`config.mk`:
```
export PLATFORM = sky130hd
export DESIGN_NAME = top_down_first_fit_range_allocator_flat
export DESIGN_NICKNAME = d
export VERILOG_FILES = /design/src/hdl/tdffra_pkg.sv /design/src/hdl/tdffra_if.sv /design/src/hdl/top_down_first_fit_range_allocator.sv /design/src/hdl/tdffra_cell.sv /design/src/flat_wrapper.sv
export SDC_FILE = /design/constraint.sdc
export NUM_CORES = 2
export LEC_CHECK = 0
export BUFFER_PORTS_ARGS = -buffer_cell sky130_fd_sc_hd__buf_2
export CAP_MARGIN = 40
export CORE_ASPECT_RATIO = 0.6
export CORE_UTILIZATION = 30
export DETAILED_ROUTE_END_ITERATION = 10
export PLACE_DENSITY = 0.43
export SLEW_MARGIN = 20
export SYNTH_ARGS = -nofsm -noshare
export SYNTH_HDL_FRONTEND = slang
export SYNTH_HIERARCHICAL = 1
export SYNTH_SLANG_ARGS = --single-unit
```
`constraint.sdc`:
```
create_clock -name i_clk -period 17.05 [get_ports i_clk]
set_input_delay 2.5575 -clock i_clk [delete_from_list [all_inputs] [get_ports i_clk]]
set_output_delay 2.5575 -clock i_clk [all_outputs]
set_load 0.01 [all_outputs]
```
`src/hdl/tdffra_pkg.sv`:
```
// package for the top-down first-fit range allocator
// holds widths, reset constants, status codes, cell commands and the fsm state type
// no dependencies
`default_nettype none

package tdffra_pkg;

    localparam int DATA_W          = 32;
    localparam int STATUS_W        = 3;
    localparam int MAX_REGIONS_DEF = 16;
    localparam int PAGE_SIZE_DEF   = 4096;

    localparam logic [DATA_W-1:0] TOP_RESET = 32'h8000_0000;

    typedef enum logic [STATUS_W-1:0] {
        ST_OK         = 3'd0,
        ST_BAD_LENGTH = 3'd1,
        ST_HINT_HIGH  = 3'd2,
        ST_NO_SPACE   = 3'd3,
        ST_FULL       = 3'd4,
        ST_NOT_FOUND  = 3'd5
    } t_status;

    typedef enum logic {
        ACT_MAP   = 1'b0,
        ACT_UNMAP = 1'b1
    } t_action;

    // one table entry, inclusive bounds
    typedef struct packed {
        logic [DATA_W-1:0] start_addr;
        logic [DATA_W-1:0] last_addr;
    } t_region;

    typedef enum logic [1:0] {
        CELL_HOLD,
        CELL_LOAD,
        CELL_FROM_LEFT,
        CELL_FROM_RIGHT
    } t_cell_cmd;

    typedef struct packed {
        t_cell_cmd cmd;
        t_region   new_region;
    } t_cell_ctl;

    typedef enum logic [2:0] {
        S_IDLE,
        S_WALK,
        S_TAIL,
        S_UPDATE,
        S_DONE
    } t_state;

endpackage

`default_nettype wire

```
`src/hdl/tdffra_if.sv`:
```
// valid/ready channel interfaces for the range allocator requests and results
// depends on tdffra_pkg
`default_nettype none

interface tdffra_in_if;
    import tdffra_pkg::*;
    logic                     valid;
    logic                     ready;
    logic                     action;
    logic        [DATA_W-1:0] address;
    logic signed [DATA_W-1:0] length;
    logic        [DATA_W-1:0] heap_end;

    modport source (output valid, output action, output address, output length,
                    output heap_end, input ready);
    modport sink   (input valid, input action, input address, input length,
                    input heap_end, output ready);
endinterface

interface tdffra_out_if;
    import tdffra_pkg::*;
    logic              valid;
    logic              ready;
    logic [DATA_W-1:0] start_address;
    t_status           status;

    modport source (output valid, output start_address, output status, input ready);
    modport sink   (input valid, input start_address, input status, output ready);
endinterface

`default_nettype wire

```
`src/hdl/top_down_first_fit_range_allocator.sv`:
```
// top level of the top-down first-fit range allocator
// depends on tdffra_pkg, tdffra_in_if, tdffra_out_if and tdffra_cell
// holds the controller, the page rounding and the fit arithmetic
`default_nettype none

// The block keeps up to MAX_REGIONS address ranges in a row of cells, highest
// range in cell 0. A map beat rounds its length up to whole pages (PAGE_SIZE
// must be a power of two) and places the range first-fit from the top: just
// below top_of_user, then in each gap between neighbors, then down to heap_end.
// An unmap beat removes the range whose start equals the address. Each request
// beat produces exactly one result beat with start_address and status. One
// request is handled at a time: a beat that fails its early checks goes
// straight to the done state, every other beat passes through the walk,
// tail, update and done states in that order. The walk rotates the cell row
// through cell 0: every entry passes the head once, one per cycle, and after
// a full turn the row is back in order, then the update state inserts or
// removes an entry by a parallel shift. The result sits in an output register,
// so a result that waits to be taken does not stop the next request from being
// accepted. The user must write top_of_user through the config port only while
// the block is idle; the block does not enforce this. There is no read-back.
module top_down_first_fit_range_allocator #(
    parameter int MAX_REGIONS = tdffra_pkg::MAX_REGIONS_DEF,
    parameter int PAGE_SIZE   = tdffra_pkg::PAGE_SIZE_DEF
) (
    input  wire logic                          i_clk,
    input  wire logic                          i_rst_n,
    input  wire logic                          i_cfg_wr_en,
    input  wire logic [tdffra_pkg::DATA_W-1:0] i_cfg_wr_data,
    tdffra_in_if.sink                          i_in,
    tdffra_out_if.source                       o_out
);
    import tdffra_pkg::*;

    // count must hold MAX_REGIONS itself; positions only need an index
    localparam int CW = $clog2(MAX_REGIONS + 1);
    localparam int IW = (MAX_REGIONS > 1) ? $clog2(MAX_REGIONS) : 1;
    localparam logic [DATA_W:0] PAGE_MASK = (DATA_W + 1)'(PAGE_SIZE - 1);

    // ---------------------------------------------------------------
    // registers
    // ---------------------------------------------------------------
    t_state            r_state,      n_state;
    logic [CW-1:0]     r_step,       n_step;       // rotation step = entry at the head
    logic [CW-1:0]     r_count,      n_count;      // live entries
    logic              r_found,      n_found;      // fit or match seen
    logic [IW-1:0]     r_pos,        n_pos;        // insert or remove position
    logic              r_is_unmap,   n_is_unmap;
    logic [DATA_W-1:0] r_addr,       n_addr;
    logic [DATA_W-1:0] r_len,        n_len;        // page-rounded length
    logic [DATA_W-1:0] r_heap,       n_heap;
    logic [DATA_W-1:0] r_upper,      n_upper;      // start of the last live entry seen
    t_region           r_new,        n_new;        // range to insert
    t_status           r_status,     n_status;
    logic              r_out_valid,  n_out_valid;
    logic [DATA_W-1:0] r_out_start,  n_out_start;
    t_status           r_out_status, n_out_status;
    logic [DATA_W-1:0] r_top;                      // top_of_user

    // ---------------------------------------------------------------
    // cell row
    // ---------------------------------------------------------------
    t_region   w_region [MAX_REGIONS];
    t_cell_ctl w_ctl    [MAX_REGIONS];
    t_region   w_head;

    assign w_head = w_region[0];

    for (genvar k = 0; k < MAX_REGIONS; k++) begin : g_cell
        // per-cell command: rotate during the walk, shift around r_pos on update
        always_comb begin
            w_ctl[k].new_region = r_new;
            w_ctl[k].cmd        = CELL_HOLD;
            if (r_state == S_WALK) begin
                w_ctl[k].cmd = CELL_FROM_RIGHT;
            end else if (r_state == S_UPDATE && r_found) begin
                if (r_is_unmap) begin
                    if (r_pos <= IW'(k)) begin
                        w_ctl[k].cmd = CELL_FROM_RIGHT;
                    end
                end else if (r_pos == IW'(k)) begin
                    w_ctl[k].cmd = CELL_LOAD;
                end else if (r_pos < IW'(k)) begin
                    w_ctl[k].cmd = CELL_FROM_LEFT;
                end
            end
        end

        tdffra_cell u_cell (
            .i_clk    (i_clk),
            .i_ctl    (w_ctl[k]),
            .i_left   (w_region[(k == 0) ? 0 : k - 1]),
            .i_right  (w_region[(k + 1) % MAX_REGIONS]),
            .o_region (w_region[k])
        );
    end

    // ---------------------------------------------------------------
    // request checks at acceptance
    // ---------------------------------------------------------------
    logic              w_in_beat;
    logic [DATA_W-1:0] w_len_raw;
    logic [DATA_W:0]   w_len_rnd;
    logic              w_bad_len;

    assign w_in_beat = i_in.valid && i_in.ready;
    assign w_len_raw = $unsigned(i_in.length);
    assign w_len_rnd = ({1'b0, w_len_raw} + PAGE_MASK) & ~PAGE_MASK;
    // sign bit set, zero, or a rounded length past 31 bits
    assign w_bad_len = (w_len_raw == '0) || w_len_raw[DATA_W-1] ||
                       (w_len_rnd[DATA_W:DATA_W-1] != 2'b00);

    // ---------------------------------------------------------------
    // fit arithmetic, one add and compare per cycle
    // ---------------------------------------------------------------
    logic [DATA_W-1:0] w_walk_upper;   // upper bound of the gap above the head entry
    logic [DATA_W:0]   w_walk_need;
    logic              w_walk_fit;
    logic [DATA_W-1:0] w_tail_upper;
    logic [DATA_W:0]   w_tail_need;
    logic              w_tail_fit;
    logic              w_step_live;

    assign w_step_live  = (r_step < r_count);
    assign w_walk_upper = (r_step == '0) ? r_top : r_upper;
    // space = upper - last - 1, fits when len + last < upper
    assign w_walk_need  = {1'b0, r_len} + {1'b0, w_head.last_addr};
    assign w_walk_fit   = w_walk_need < {1'b0, w_walk_upper};
    assign w_tail_upper = (r_count == '0) ? r_top : r_upper;
    // space = upper - heap_end, fits when len + heap_end <= upper
    assign w_tail_need  = {1'b0, r_len} + {1'b0, r_heap};
    assign w_tail_fit   = w_tail_need <= {1'b0, w_tail_upper};

    assign i_in.ready = (r_state == S_IDLE);

    // ---------------------------------------------------------------
    // next state and outputs
    // ---------------------------------------------------------------
    always_comb begin
        n_state      = r_state;
        n_step       = r_step;
        n_count      = r_count;
        n_found      = r_found;
        n_pos        = r_pos;
        n_is_unmap   = r_is_unmap;
        n_addr       = r_addr;
        n_len        = r_len;
        n_heap       = r_heap;
        n_upper      = r_upper;
        n_new        = r_new;
        n_status     = r_status;
        n_out_valid  = r_out_valid;
        n_out_start  = r_out_start;
        n_out_status = r_out_status;

        // result beat taken
        if (r_out_valid && o_out.ready) begin
            n_out_valid = 1'b0;
        end

        unique case (r_state)
            S_IDLE: begin
                if (w_in_beat) begin
                    n_is_unmap = (t_action'(i_in.action) == ACT_UNMAP);
                    n_addr     = i_in.address;
                    n_len      = w_len_rnd[DATA_W-1:0];
                    n_heap     = i_in.heap_end;
                    n_found    = 1'b0;
                    n_step     = '0;
                    n_status   = ST_OK;
                    n_state    = S_WALK;
                    if (t_action'(i_in.action) == ACT_MAP) begin
                        // hint, then length, then table-full
                        if (i_in.address >= r_top) begin
                            n_status = ST_HINT_HIGH;
                            n_state  = S_DONE;
                        end else if (w_bad_len) begin
                            n_status = ST_BAD_LENGTH;
                            n_state  = S_DONE;
                        end else if (r_count >= CW'(MAX_REGIONS)) begin
                            n_status = ST_FULL;
                            n_state  = S_DONE;
                        end
                    end
                end
            end

            S_WALK: begin
                if (w_step_live) begin
                    n_upper = w_head.start_addr;
                    if (!r_found) begin
                        if (r_is_unmap) begin
                            if (w_head.start_addr == r_addr) begin
                                n_found = 1'b1;
                                n_pos   = r_step[IW-1:0];
                            end
                        end else if (w_walk_fit) begin
                            n_found                = 1'b1;
                            n_pos                  = r_step[IW-1:0];
                            n_new.start_addr       = w_walk_upper - r_len;
                            n_new.last_addr        = w_walk_upper - DATA_W'(1);
                        end
                    end
                end
                n_step = r_step + CW'(1);
                // row is back in order after a full turn
                if (r_step == CW'(MAX_REGIONS - 1)) begin
                    n_state = S_TAIL;
                end
            end

            S_TAIL: begin
                if (!r_is_unmap && !r_found && w_tail_fit) begin
                    n_found          = 1'b1;
                    n_pos            = r_count[IW-1:0];
                    n_new.start_addr = w_tail_upper - r_len;
                    n_new.last_addr  = w_tail_upper - DATA_W'(1);
                end
                n_state = S_UPDATE;
            end

            S_UPDATE: begin
                if (r_found) begin
                    n_status = ST_OK;
                    n_count  = r_is_unmap ? r_count - CW'(1) : r_count + CW'(1);
                end else begin
                    n_status = r_is_unmap ? ST_NOT_FOUND : ST_NO_SPACE;
                end
                n_state = S_DONE;
            end

            S_DONE: begin
                // wait until the output register is free
                if (!r_out_valid || o_out.ready) begin
                    n_out_valid  = 1'b1;
                    n_out_status = r_status;
                    n_out_start  = (r_status == ST_OK && !r_is_unmap) ?
                                   r_new.start_addr : '0;
                    n_state      = S_IDLE;
                end
            end

            default: n_state = S_IDLE;
        endcase
    end

    always_ff @(posedge i_clk) begin
        if (!i_rst_n) begin
            r_state <= S_IDLE;
        end else begin
            r_state <= n_state;
        end
    end

    always_ff @(posedge i_clk) begin
        if (!i_rst_n) begin
            r_count     <= '0;
            r_out_valid <= 1'b0;
            r_found     <= 1'b0;
            r_step      <= '0;
            r_top       <= TOP_RESET;
        end else begin
            r_count     <= n_count;
            r_out_valid <= n_out_valid;
            r_found     <= n_found;
            r_step      <= n_step;
            if (i_cfg_wr_en) begin
                r_top <= i_cfg_wr_data;
            end
        end
    end

    // payload registers
    always_ff @(posedge i_clk) begin
        r_pos        <= n_pos;
        r_is_unmap   <= n_is_unmap;
        r_addr       <= n_addr;
        r_len        <= n_len;
        r_heap       <= n_heap;
        r_upper      <= n_upper;
        r_new        <= n_new;
        r_status     <= n_status;
        r_out_start  <= n_out_start;
        r_out_status <= n_out_status;
    end

    assign o_out.valid         = r_out_valid;
    assign o_out.start_address = r_out_start;
    assign o_out.status        = r_out_status;

    // ---------------------------------------------------------------
    // assertions
    // ---------------------------------------------------------------
    a_count_bound: assert property (@(posedge i_clk) disable iff (!i_rst_n)
        r_count <= CW'(MAX_REGIONS))
        else $error("region count above table size");

    a_count_only_on_update: assert property (@(posedge i_clk) disable iff (!i_rst_n)
        (r_state != S_UPDATE) |=> $stable(r_count))
        else $error("region count changed outside table update");

    a_result_from_done: assert property (@(posedge i_clk) disable iff (!i_rst_n)
        $rose(r_out_valid) |-> $past(r_state == S_DONE))
        else $error("result beat raised outside the done state");

    a_fail_zero_start: assert property (@(posedge i_clk) disable iff (!i_rst_n)
        (r_out_valid && r_out_status != ST_OK) |-> (r_out_start == '0))
        else $error("failed request carries a nonzero start");

endmodule

`default_nettype wire

```
`src/hdl/tdffra_cell.sv`:
```
// one entry of the region table; takes a new entry or a neighbor's entry
// depends on tdffra_pkg
`default_nettype none

module tdffra_cell (
    input  wire logic                 i_clk,
    input  wire tdffra_pkg::t_cell_ctl i_ctl,
    input  wire tdffra_pkg::t_region  i_left,
    input  wire tdffra_pkg::t_region  i_right,
    output tdffra_pkg::t_region       o_region
);
    import tdffra_pkg::*;

    t_region r_region;
    t_region n_region;

    always_comb begin
        unique case (i_ctl.cmd)
            CELL_LOAD:       n_region = i_ctl.new_region;
            CELL_FROM_LEFT:  n_region = i_left;
            CELL_FROM_RIGHT: n_region = i_right;
            default:         n_region = r_region;
        endcase
    end

    always_ff @(posedge i_clk) begin
        r_region <= n_region;
    end

    assign o_region = r_region;

endmodule

`default_nettype wire
```
`src/flat_wrapper.sv`:
```
// flat-port wrapper written by rule: the top's interface ports become plain ports
module top_down_first_fit_range_allocator_flat import tdffra_pkg::*;
#(
    parameter int MAX_REGIONS = tdffra_pkg::MAX_REGIONS_DEF,
    parameter int PAGE_SIZE   = tdffra_pkg::PAGE_SIZE_DEF
)
  (i_clk, i_rst_n, i_cfg_wr_en, i_cfg_wr_data, i_in_valid, i_in_action, i_in_address, i_in_length, i_in_heap_end, i_in_ready, o_out_valid, o_out_start_address, o_out_status, o_out_ready);
  tdffra_in_if i_in_i ();
  tdffra_out_if o_out_i ();
  input  wire logic i_clk;
  input  wire logic i_rst_n;
  input  wire logic i_cfg_wr_en;
  input  wire logic [tdffra_pkg::DATA_W-1:0] i_cfg_wr_data;
  input wire logic [$bits(i_in_i.valid)-1:0] i_in_valid;
  input wire logic [$bits(i_in_i.action)-1:0] i_in_action;
  input wire logic [$bits(i_in_i.address)-1:0] i_in_address;
  input wire logic [$bits(i_in_i.length)-1:0] i_in_length;
  input wire logic [$bits(i_in_i.heap_end)-1:0] i_in_heap_end;
  output wire logic [$bits(i_in_i.ready)-1:0] i_in_ready;
  output wire logic [$bits(o_out_i.valid)-1:0] o_out_valid;
  output wire logic [$bits(o_out_i.start_address)-1:0] o_out_start_address;
  output wire logic [$bits(o_out_i.status)-1:0] o_out_status;
  input wire logic [$bits(o_out_i.ready)-1:0] o_out_ready;
  assign i_in_i.valid = i_in_valid;
  assign i_in_i.action = i_in_action;
  assign i_in_i.address = i_in_address;
  assign i_in_i.length = i_in_length;
  assign i_in_i.heap_end = i_in_heap_end;
  assign i_in_ready = i_in_i.ready;
  assign o_out_valid = o_out_i.valid;
  assign o_out_start_address = o_out_i.start_address;
  assign o_out_status = o_out_i.status;
  assign o_out_i.ready = o_out_ready;
  top_down_first_fit_range_allocator #(.MAX_REGIONS(MAX_REGIONS), .PAGE_SIZE(PAGE_SIZE)) u_core (.i_clk(i_clk), .i_rst_n(i_rst_n), .i_cfg_wr_en(i_cfg_wr_en), .i_cfg_wr_data(i_cfg_wr_data), .i_in(i_in_i), .o_out(o_out_i));
endmodule
```
-- Word level (Yosys, flattened, before mapping)
Cells that the tools add are included.
- add/sub/neg operators: 10
- $lt $le $gt $ge: 37
- eq/ne operators: 78
- muxes and demuxes: 157
- reductions and logical operators: 49
- operators with widths (kind ; count):
    $pmux W64 S3 ; 15
    $mux W64 ; 5
    $pmux W64 S2 ; 2
    $mux W2 ; 96
    $add A32 B32 Y33 ; 2
    $mux W32 ; 2
    $sub A32 B1 Y32 const B ; 2
    $sub A32 B32 Y32 ; 2
    $eq A2 B2 Y1 const B ; 31
    $reduce_bool A3 Y1 ; 16
    $mux W3 ; 14
    $add A32 B12 Y33 const B ; 1
    $le A33 B32 Y1 ; 1
    $lt A33 B32 Y1 ; 1
    $eq A2 B1 Y1 const B ; 16
    $eq A32 B32 Y1 ; 1
    $eq A4 B4 Y1 const B ; 8
    $ge A32 B32 Y1 ; 1
    $le A4 B4 Y1 const B ; 8
    $logic_not A32 Y1 ; 1
    $lt A4 B4 Y1 const B ; 8
    $mux W4 ; 6
    $eq A4 B3 Y1 const B ; 4
    $le A4 B3 Y1 const B ; 4
    37 further kinds ; 84
- flip-flop bits (word level): 1294
- bits of input ports: 134
- logic and storage cells: 380

-- Logic depth before layout (Yosys ltp)
- depth after elaboration: 8
- mapped depth: 21

-- By module
Netlist, hierarchy kept.
- by module, submodules not included (module ; instances ; cells each ; area an instance (um2) ; sequential area each (um2)):
    tdffra_cell ; 16 ; 278 ; 3284.4 ; 1921.8
    top_down_first_fit_range_allocator ; 1 ; 1569 ; 16967.5 ; 7637.3

-- Worst setup path before layout
OpenSTA, ideal clock, no wires.
- path type: flip-flop to flip-flop
- start: register u_core.r_step[0]
- end: register u_core/r_new[0] (netlist bit) (enable)
- arrival time: 6.715 ns
- data required time: 16.543 ns
- path slack: 9.827 ns
- stages on the path, launching flop included: 17
- buffers on the path: 2
- clock period less this slack: 7.223 ns
- path through: dfxtp_1 -> inv_1 -> ha_1 -> nor4b_4 -> clkbuf_1 -> buf_1 -> mux2i_1 -> ha_1 -> a21o_1 -> a31oi_1 -> o211ai_1 -> nor3_1 -> a211o_1 -> nand3_1 -> nor4_1 -> nor2_1 -> a21oi_1
- cells in the longest elaborated chain, start to end: 5
- elaborated cells between the ends (all ways): 7
- those cells by class: order compare (2); eq/ne (2); mux (1); reduce/logical (2)
- RTL lines (what ; RTL line ; text):
    start: declaration ; top_down_first_fit_range_allocator.sv:43 ; logic [CW-1:0] r_step, n_step;
    start signal: assignment ; top_down_first_fit_range_allocator.sv:265 ; r_step <= n_step;
    $logic_not A5 Y1 ; top_down_first_fit_range_allocator.sv:124 ; assign w_walk_upper = (r_step == '0) ? r_top : r_upper;
    $mux W32 ; top_down_first_fit_range_allocator.sv:124 ;
    $lt A33 B32 Y1 ; top_down_first_fit_range_allocator.sv:127 ; assign w_walk_fit = w_walk_need < {1'b0, w_walk_upper};
    $ne A2 B1 Y1 (no line) ; - ;
    $reduce_and A6 Y1 (no line) * ; - ;
    end signal: assignment ; top_down_first_fit_range_allocator.sv:280 ; r_new <= n_new;
    end: declaration ; top_down_first_fit_range_allocator.sv:52 ; t_region r_new, n_new;
Every way passes the cells marked *; elsewhere a longest branch is shown, timed or not.
A chain may end at the register's enable or synchronous reset.

-- Final worst setup path
- start: register u_core.r_len[18]
- end: register u_core/r_new[54] (netlist bit) (enable)
- cells in the longest elaborated chain, start to end: 5
- elaborated cells between the ends (all ways): 8
- those cells by class: add/sub (2); order compare (2); eq/ne (2); reduce/logical (2)
- RTL lines (what ; RTL line ; text):
    start: declaration ; top_down_first_fit_range_allocator.sv:49 ; logic [DATA_W-1:0] r_len, n_len;
    start signal: assignment ; top_down_first_fit_range_allocator.sv:277 ; r_len <= n_len;
    $add A32 B32 Y33 ; top_down_first_fit_range_allocator.sv:130 ; assign w_tail_need = {1'b0, r_len} + {1'b0, r_heap};
    $le A33 B32 Y1 ; top_down_first_fit_range_allocator.sv:131 ; assign w_tail_fit = w_tail_need <= {1'b0, w_tail_upper};
    $logic_and A1 B1 Y1 ; top_down_first_fit_range_allocator.sv:212 ; if (!r_is_unmap && !r_found && w_tail_fit) begin
    $ne A2 B1 Y1 (no line) ; - ;
    $reduce_and A6 Y1 (no line) * ; - ;
Marks and branches as above.

==> results.yml <==
sta:
  max_slew_margin: 0.3270
  rsz0062_at_grt: "false"
  tightest_slew_ns: 1.002
  setup_violations: 0
  finalCriticalPeriod_ns: 6.356
  slew_violations: 0
  hold_violations: 0
  final.period_utilization: 0.3728
  fmax_ghz: 0.1573
  finClkSkew_ns: 0.06249
  timing.setup.tns_ns: 0
cells_and_area:
  utilization: 0.3399
  ff_latch_area_um2: 38390
  fillers: 22820
  drive_gt1_frac: 0.09368
  fin_cells: 9227
  antenna_cells: 0
  multi_input_area_um2: 28530
  fin_nets: 6401
  area_growth_pct: 12.30
grt:
  antenna_found_initial: 12
  grtUsageTotal: 0.2321
  grt_max_degree: 130
  grt_pass1_wl_mm: 383.9
  grt-ovfl-total: 0
  grt_pass1_vias: 45830
setup_path:
  worstReg2RegEnd: "u_core/r_new[54]"
  path_cells: "ha_1 > a2111oi_0 > o21ai_0 > a31oi_1 > o221ai_1 > a41oi_1 > a211oi_1 > o21a_1 > nor2_1 > xnor2_1 > ha_1 > and3_1 > nand2_1 > nor4_1 > nand2_1 > and3_1 > o21ai_0 > nand3_1 > a21oi_4 > buf_4 > buf_4"
  cp_max_fo: 37
  cp-start-kind: "register"
  critical_path.top_delay_family: "compound AO/OA/AOI/OAI gates"
  cp.arrival_ns: 6.79
  critPathBufInv: 2
  r2r_start: "u_core/r_len[18]"
  critPathMaxStageDelay_ns: 0.61
  cp.required_ns: 17.48
  r2r_cells: 21
  ff2ff_setup_slack_ns: 10.69
  cp_slowest_cell: "buf_4"
  end_kind: "register"
  critical_path_class: "reg2reg"
route:
  first_iter_violations: 5867
  dr.pass1.iters: 6
  wirelength_mm: 279.3
  num_vias: 49250
  drc: 0
  vias_per_cell: 5.338
  ant_nets: 0
  wl_per_cell_um: 30.27
cts:
  cts_made_buffers: 143
  htree_num_levels: 4
  cts.sinks: 1294
  cts_tree: "built"
  cts_resized: 0
  cts_max_path_buffers: 4
  cts_setup_buffers: 0
  postCtsHoldBufs: 0
  cts_root_buf: "clkbuf_16"
  clkLatencyLatePin_ns: 0.82
  clk_pin_slew_worst_paths_ns: 0.06
run:
  maxCapViolations: 0
yosys:
  netlist-cell-type-count: 76
  synthCells: 6017
  synth_nets: 6320
  synthFlopType: "edfxtp_1"
  synth_edf_count: 1247
  syn_avg_cell_area_um2: 11.55
  ys_seq_area_frac: 0.5522
  syn_area_um2: 69520
  ys_async_sr_fraction: 0
  yosys_warnings: 6
  synth_seq_cells: 1294
status:
  status: "finished clean"
hold_path:
  hold_end: "u_core/o_out.status[2]"
  holdCritPathClass: "reg2reg"
  hold_depth: 0
  hp-start: "u_core/r_status[2]"
floorplan:
  die_x_um: 623.5
  core-area_um2: 229700
  die-height_um: 374.9
  start_util: 0.3026
  num_rows: 136
  dieArea_um2: 233700
  ios: 171
power_and_ir_drop:
  ir_drop_v: 0.00007369
  powerDensity_nw_per_um2: 121.2
  p_leak_nw: 26.84
place:
  portBuffers: 170
  dp.cells: 8978
  hpwlAfterDp_mm: 173.6
  place.gp.congestion: 0.9654
-- worst max-delay path by stage --
stage	start	to	slack, ns	depth (start not counted)
after detailed placement	u_core/r_len[18]	u_core/r_new[62]	10.87	21
after floorplan	u_core/r_step[0]	u_core/r_new[0]	9.83	16
after CTS	u_core/r_len[18]	u_core/r_new[58]	10.79	21
final	u_core/r_len[18]	u_core/r_new[54]	10.69	21
after global placement	u_core/r_len[18]	u_core/r_new[62]	10.87	21
after global routing	u_core/r_len[18]	u_core/r_new[54]	10.38	21
-- layout make-up --
| class | count | share of cell area |
|---|---|---|
| clock inverters | 57 | 0.006058 |
| clock buffers | 181 | 0.04872 |
| multi-input cells | 4244 | 0.3654 |
| well taps | 3036 | 0.04866 |
| inverters | 99 | 0.004792 |
| flip-flops and latches | 1294 | 0.4917 |
| repair buffers | 316 | 0.03467 |
-- cell usage in the layout, fill, tap and decap left out, types with 32 or more instances in the layout --
cell type and instances:
and2_1 46, clkbuf_1 32, xor2_1 42, buf_4 86
ha_1 165, buf_12 32, nand2_1 90, o21ai_0 55
nor2_1 1098, inv_1 94, a21o_1 33, mux2i_1 1136
xnor2_1 95, edfxtp_1 1247, a21oi_1 1100, clkbuf_16 145
dfxtp_1 47, nor2b_1 52, buf_2 172
-- kinds of logic after synthesis --
family	after synthesis	synth area share
AND/OR/NAND/NOR	1474	0.09024
AO/OA/AOI/OAI	1318	0.1004
flip-flops	1294	0.5522
multiplexers	1146	0.1654
buffers and inverters	479	0.04366
adder cells (fa/ha/maj)	169	0.03085
XOR/XNOR	137	0.01726
-- through the flow --
stage	area, um^2	setup slack, ns	hold WS [ns]	power (mW)
detailed placement	73610	10.87	0.4939	6.427
CTS	77890	10.79	0.5074	9.491
finish	78070	10.69	0.4975	9.462
global route	78070	10.38	0.5158	9.824
global placement	72850	10.87	0.4929	6.364
floorplan	69520	9.827	0.4273	5.546
-- registers in the layout, summed over array words and instances (netlist names), 20 cells and up --
signal and count:
u_core/g_cell.u_cell/o_region 1024, u_core/r_new 64, u_core/o_out.start_address 32, u_core/r_addr 32
u_core/r_heap 32, u_core/r_top 32, u_core/r_upper 32, u_core/r_len 20
-- routing by layer --
metal | routed length (um) | GRT usage
met2 | 117800 | 0.3429
met1 | 136000 | 0.3538
met4 | 6314 | 0.05176
met3 | 19190 | 0.03501
met5 | 0 | 0
-- cells in the mapped netlist, types with 5 or more instances --
library cell,number,area share
edfxtp_1,1247,0.54
mux2i_1,1136,0.16
a21oi_1,1101,0.079
nor2_1,1098,0.059
clkbuf_1,177,0.0096
ha_1,165,0.030
inv_1,96,0.0052
xnor2_1,95,0.012
nand2_1,94,0.0051
buf_8,80,0.017
o21ai_0,78,0.0056
buf_2,65,0.0047
nor2b_1,53,0.0048
dfxtp_1,47,0.014
and2_1,46,0.0041
xor2_1,42,0.0053
a21o_1,33,0.0036
buf_4,32,0.0035
nor3_1,31,0.0022
nand3_1,30,0.0022
nand4_1,27,0.0024
o21a_1,19,0.0021
buf_6,18,0.0029
nor4_1,16,0.0014
or2_1,16,0.0014
and3_1,11,0.00099
nand2b_1,11,0.00099
a211oi_1,10,0.0011
a31oi_1,10,0.00090
o31ai_1,10,0.0011
or3_1,10,0.00090
buf_1,8,0.00043
mux2_2,7,0.0011
o211ai_1,7,0.00076
a21boi_0,6,0.00065
and4_1,6,0.00076
o21bai_1,6,0.00065
or2_2,5,0.00045
-- worst register-to-register path, delay by kind of cell (launching register included) --
kind | cells | cell delay [ns]
AND/OR/NAND/NOR | 7 | 1.22
adder cells (fa/ha/maj) | 2 | 0.72
AO/OA/AOI/OAI | 9 | 2.28
buffers and inverters | 2 | 1.12
XOR/XNOR | 1 | 0.10
flip-flops | 1 | 0.48
-- where the power goes --
group          leakage [nW]  total [mW]  internal [mW]  switching (mW)
sequential             12.1        4.38           4.03           0.348
combinational          12.7        2.04          0.681            1.36
clock                  2.09        3.05           1.69            1.35
total                  26.8        9.46           6.40            3.06
Note: power is estimated with default switching activity, not from simulation.
